--- src/design/tgf_pkg.sv ---
// Shared types for the triangle geometric factors block.
// Used by the front, queue, back and top-level files; depends on nothing.
package tgf_pkg;

    // Occupancy flags of the queue between the front and the back.
    typedef struct packed {
        logic full;
        logic empty;
    } tgf_qstat_t;

    // Number of metric terms worked out in parallel in the back.
    localparam int unsigned LANES = 4;

    // Lanes whose numerator is negated: ry = -hxs/J and sx = -hyr/J.
    localparam logic [LANES-1:0] LANE_FLIP = 4'b0110;

endpackage

--- src/design/tgf_queue.sv ---
// Short item queue between the front and the back.
// Depends on tgf_pkg.
module tgf_queue #(
    parameter int EW = 195
) (
    input  logic                clk,
    input  logic                rst_n,
    input  logic                push,
    input  logic [EW-1:0]       din,
    input  logic                pop,
    output logic [EW-1:0]       dout,
    output tgf_pkg::tgf_qstat_t qstat
);

    localparam int DEPTH = 4;
    localparam int AW    = $clog2(DEPTH);

    logic [EW-1:0] mem_reg [0:DEPTH-1];
    logic [AW-1:0] wr_ptr_reg, rd_ptr_reg;
    logic [AW:0]   count_reg;

    always_ff @(posedge clk or negedge rst_n)
    begin
        if (!rst_n)
        begin
            wr_ptr_reg <= '0;
            rd_ptr_reg <= '0;
            count_reg  <= '0;
        end
        else
        begin
            if (push)
            begin
                wr_ptr_reg <= wr_ptr_reg + AW'(1);
            end
            if (pop)
            begin
                rd_ptr_reg <= rd_ptr_reg + AW'(1);
            end
            if (push && !pop)
            begin
                count_reg <= count_reg + (AW+1)'(1);
            end
            else if (pop && !push)
            begin
                count_reg <= count_reg - (AW+1)'(1);
            end
        end
    end

    always_ff @(posedge clk)
    begin
        if (push)
        begin
            mem_reg[wr_ptr_reg] <= din;
        end
    end

    assign dout        = mem_reg[rd_ptr_reg];
    assign qstat.full  = (count_reg == (AW+1)'(DEPTH));
    assign qstat.empty = (count_reg == '0);

endmodule

--- config.mk ---
export PLATFORM = sky130hd
export DESIGN_NAME = tgf_queue
export DESIGN_NICKNAME = d
export VERILOG_FILES = /design/src/design/tgf_pkg.sv /design/src/design/tgf_queue.sv
export SDC_FILE = /design/constraint.sdc
export NUM_CORES = 1
export LEC_CHECK = 0
export ABC_CLOCK_PERIOD_IN_PS = 5700
export BUFFER_PORTS_ARGS = -buffer_cell sky130_fd_sc_hd__clkbuf_2
export CAP_MARGIN = 40
export CORE_UTILIZATION = 51
export DETAILED_ROUTE_END_ITERATION = 8
export GPL_TIMING_DRIVEN = 0
export PLACE_DENSITY = 0.74
export RECOVER_POWER = 100
export SYNTH_ARGS = -nofsm -noshare
export SYNTH_HDL_FRONTEND = slang
export SYNTH_SLANG_ARGS = --single-unit
--- constraint.sdc ---
create_clock -name clk -period 5.7 [get_ports clk]
set_input_delay 0.57 -clock clk [delete_from_list [all_inputs] [get_ports clk]]
set_output_delay 0.57 -clock clk [all_outputs]
set_load 0.02 [all_outputs]
Word-level counts from Yosys, hierarchy flattened
Memories as Yosys holds them, arrays and structs flattened.
Cells that the tools add are included.
- bits in latches: 0
- memories: 1
- word-level logic and storage cells: 19
- bits in registers: 7
- memory bits (writable): 780
- bits in read-only memories: 0
- input bits: 199
- order comparisons: 0
- muxes and demuxes: 4
- equality and inequality tests: 1
- bitwise gates (word level): 0
- add/sub/neg operators: 4
- shift-type cells: 0
- $mul: 0
- reduce and logical (&&, ||, !) cells: 6
- divide/modulo/power cells: 0
- memory list (name ; words ; bits a word ; rd ports ; clocked after Yosys merged registers in ; write ports ; RTL line ; source):
    mem_reg ; 4 ; 195 ; 1 ; 0 ; 1 ; tgf_queue.sv:18 ; logic [EW-1:0] mem_reg [0:DEPTH-1];
- operators by type and width (cell ; count):
    $mux W3 ; 2
    $add A2 B1 Y2 const B ; 2
    $add A3 B1 Y3 const B ; 1
    $eq A3 B3 Y1 const B ; 1
    $logic_not A3 Y1 ; 1
    $sub A3 B1 Y3 const B ; 1
    $logic_and A1 B1 Y1 ; 2
    $logic_not A1 Y1 ; 2
    $mux W1 ; 2
    $reduce_bool A2 Y1 ; 1

Logic depth before layout (Yosys ltp)
- depth in word-level cells: 4
- depth in mapped cells: 7

Worst setup path before layout
No wires, ideal clock.
- kind: register -> register
- start point: register wr_ptr_reg[0]
- end point: memory mem_reg[2][0] (enable)
- path slack: 0.068 ns
- arrival: 5.053 ns
- buffers on the path: 0
- cell stages (with the launch flop): 4
- library setup time: 0.579 ns
- data required time: 5.121 ns
- path through: dfrtp_1 > inv_1 > ha_1 > and2_1
- RTL lines (item ; RTL line ; source):
    start, declared ; tgf_queue.sv:19 ; logic [AW-1:0] wr_ptr_reg, rd_ptr_reg;
    start signal, assigned ; tgf_queue.sv:34 ; wr_ptr_reg <= wr_ptr_reg + AW'(1);
    end, declared ; tgf_queue.sv:18 ;
Straight into the memory's write port.

Worst setup path after layout
- start point: register wr_ptr_reg[0]
- end point: memory mem_reg[2][127] (enable)
Straight into the memory's write port.

==> metrics <==
Multi-input gate area=4590 sq um; final design utilization=61.0%; slowest stage delay, CP=1.51 ns; core box area=55,200 sq um; R2R setup slack=1.59 ns; hold endpoint=rd_ptr_reg[0]; Post-DP Area=31,900 sq um; GR Util All Layers=19.7%; failing checks=capacitance limit, slew limit; P_leak=10.6 nW; Synth async-reset ratio=0.889%; NumNets Final=1,753; total gr overflow=0; Worst Path Required=5.90 ns; Yosys Warn Count=0; Die X-Extent=238 microns; Setup-failing EPs final=0; CP arrival=4.30 ns; post-DP HPWL=35,400 microns; Rows=86; Critical-path top delay cell=and2_0; Vias=12.9k; Simple-Gate Fraction of Synth Area=0.171%; XOR/XNOR Fraction of Synth Area=0.184%; minimum clock period=4.11 ns; FF+latch area=23,600 sq um; RSZ-0062 raised after global routing=false; cells along the critical path=inv_1 > ha_1 > and2_0 > buf_12 > clkbuf_2; worst r2r dst=mem_reg[2][127]; Max Cap Violations=6; max reg flops=780; initial antenna violation count=10; worst-margin pin slew=3.58 ns; Starting Density=51.7%; Startpoint Class=flop; DRC viols=0; Clock Sinks=787; r2r worst-path depth=5; adder-cell area share of the yosys netlist=0.290%; Area growth syn-to-layout=18.1%; DRT iter0 DRCs=844; I/O Pins=396; CTS HTree Levels=3; Hold Path Origin=pop; gpl congestion=0.735; Seq cells post-synth=787; synthesized area=28,500 sq um; Compound-Gate Fraction of Synth Area=0.0176%; mux share of post-synthesis cell area=15.4%; largest family of logic cells by synthesized area=multiplexers; hold depth=2; First-pass DRT Iterations=5; DIE AREA=56,900 sq um; Die Height=238 microns; vias per cell=5.47; Avg Inst Size Synth=27.1 sq um; clk buf depth=3; DRT Wirelength=55,400 microns; Final ANT Viol Nets=0; count of different cell masters after synthesis=18; clk slew on worst S/H paths=0.06 ns; Tcrit/Tclk final=72.1%; setup_tns=0 ns; final worst setup slack=1.59 ns; outcome=finished with violations; worst hold path class=input port to flop; worst vdd ir=0.349 mV; post-cts resize count=0; total CTS buffers=78; first-pass GRT wire length=82,300 microns; Main synth FF type=edfxtp_1; TritonCTS clock tree=yes; worst relative slew slack=-139%; Post-synth EDFFs=780; cells after synthesis=1,053; postcts setup bufs=0; critical path capture point type=flop; port bufs=395; kind of critical path=flop to flop; CP max FO=52; PwrDens=547 nW/um^2; CP Launch Point=wr_ptr_reg[0]; DR WL/cell=23.5 microns; fin area=33,700 sq um; Clock Skew=0.0216 ns; Clock Latency Late Sink=0.61 ns; largest net degree at the start of global routing=54; Final Hold Vio Count=0; Layout fillers=3,969; Pins Over Slew Limit=223; worst r2r src=wr_ptr_reg[0]; Root Buffer=clkbuf_16; dpl ws=3.17 ns; Mapped Nets=1,258; layout cells sized above 1=22.3%; f_max=243 MHz; vias in the first global route=13.6k; sequential share of the synthesized area=82.7%
==> per-layer routing <==
metal,wire (microns),global-route usage [%],vias to the layer above
li1,-,-,5578
met1,21600,25.1,6792
met2,28400,32.4,404
met3,3830,5.32,100
met4,1560,7.63,14
met5,89,0,-
==> synthesized netlist by cell type, types with 2 or more instances <==
| master | number | area [sq um] |
|---|---|---|
| edfxtp_1 | 780 | 23400 |
| mux4_2 | 195 | 4390 |
| buf_2 | 22 | 110 |
| buf_6 | 16 | 180 |
| dfrtp_1 | 7 | 175 |
| clkbuf_1 | 6 | 22.5 |
| ha_1 | 5 | 62.6 |
| and2_1 | 4 | 25.0 |
| inv_1 | 4 | 15.0 |
| xor2_1 | 4 | 35.0 |
| nand2_1 | 2 | 7.51 |
| xnor2_1 | 2 | 17.5 |
==> area by class of cell <==
class / count / area share [%]
Tap cell: 748 / 2.78
Timing Repair Buffer: 415 / 5.40
Antenna cell: 3 / 0.0223
Buffer: 44 / 0.803
Clock buffer: 93 / 5.99
Multi-Input combinational cell: 218 / 13.6
Clock inverter: 46 / 1.22
Sequential cell: 787 / 70.1
Inverter: 4 / 0.0446
==> critical path, delay by kind of cell (launching register included) <==
family / cells / cell delay, ns
fa+ha+maj: 1 / 0.14
buf+inv: 3 / 1.58
flops: 1 / 0.42
simple gates: 1 / 1.51
==> how the worst max path moves through the flow <==
stage                     depth (start not counted)  slack [ns]              end
final                                             5        1.59  mem_reg[2][127]
after global routing                              5        1.32   mem_reg[1][88]
after detailed placement                          6        3.17         dout[84]
after floorplan                                   3        0.07    mem_reg[2][0]
after global placement                            2       -3.86   mem_reg[2][94]
after CTS                                         6        2.50         dout[86]
==> what timing repair did <==
action / in CTS / in global routing
hold buffers: 1 / 0
setup endpoints to repair: 0 / 0
endpoints found under the hold margin: 7 / 0
==> metrics by stage <==
stage	hold WS [ns]	power (mW)	cells
finish	0.202	18.4	2358
detailed placement	0.420	14.1	2215
floorplan	0.274	12.1	1053
CTS	0.133	19.0	2355
global placement	0.416	14.3	2196
global route	0.195	19.2	2357
==> cell usage in the layout (no fill, tap or decap), types with 5 or more instances in the layout <==
cell / count
buf_12: 8
clkinv_2: 17
dfrtp_1: 7
clkinv_1: 16
clkbuf_1: 418
buf_2: 6
buf_6: 13
mux4_2: 195
clkbuf_16: 78
ha_1: 5
bufinv_16: 5
edfxtp_1: 780
clkbuf_2: 23
==> power breakdown <==
group | switching (mW) | internal (mW)
sequential | 0.213 | 7.58
combinational | 3.65 | 2.11
clock | 2.07 | 2.77
total | 5.93 | 12.5
==> cell families after synthesis <==
| kind of cell | Yosys count |
|---|---|
| flops | 787 |
| mux | 196 |
| buf+inv | 48 |
| simple gates | 9 |
| xor+xnor | 6 |
| fa+ha+maj | 6 |
| compound gates | 1 |
(Power assumes the default switching activity.)
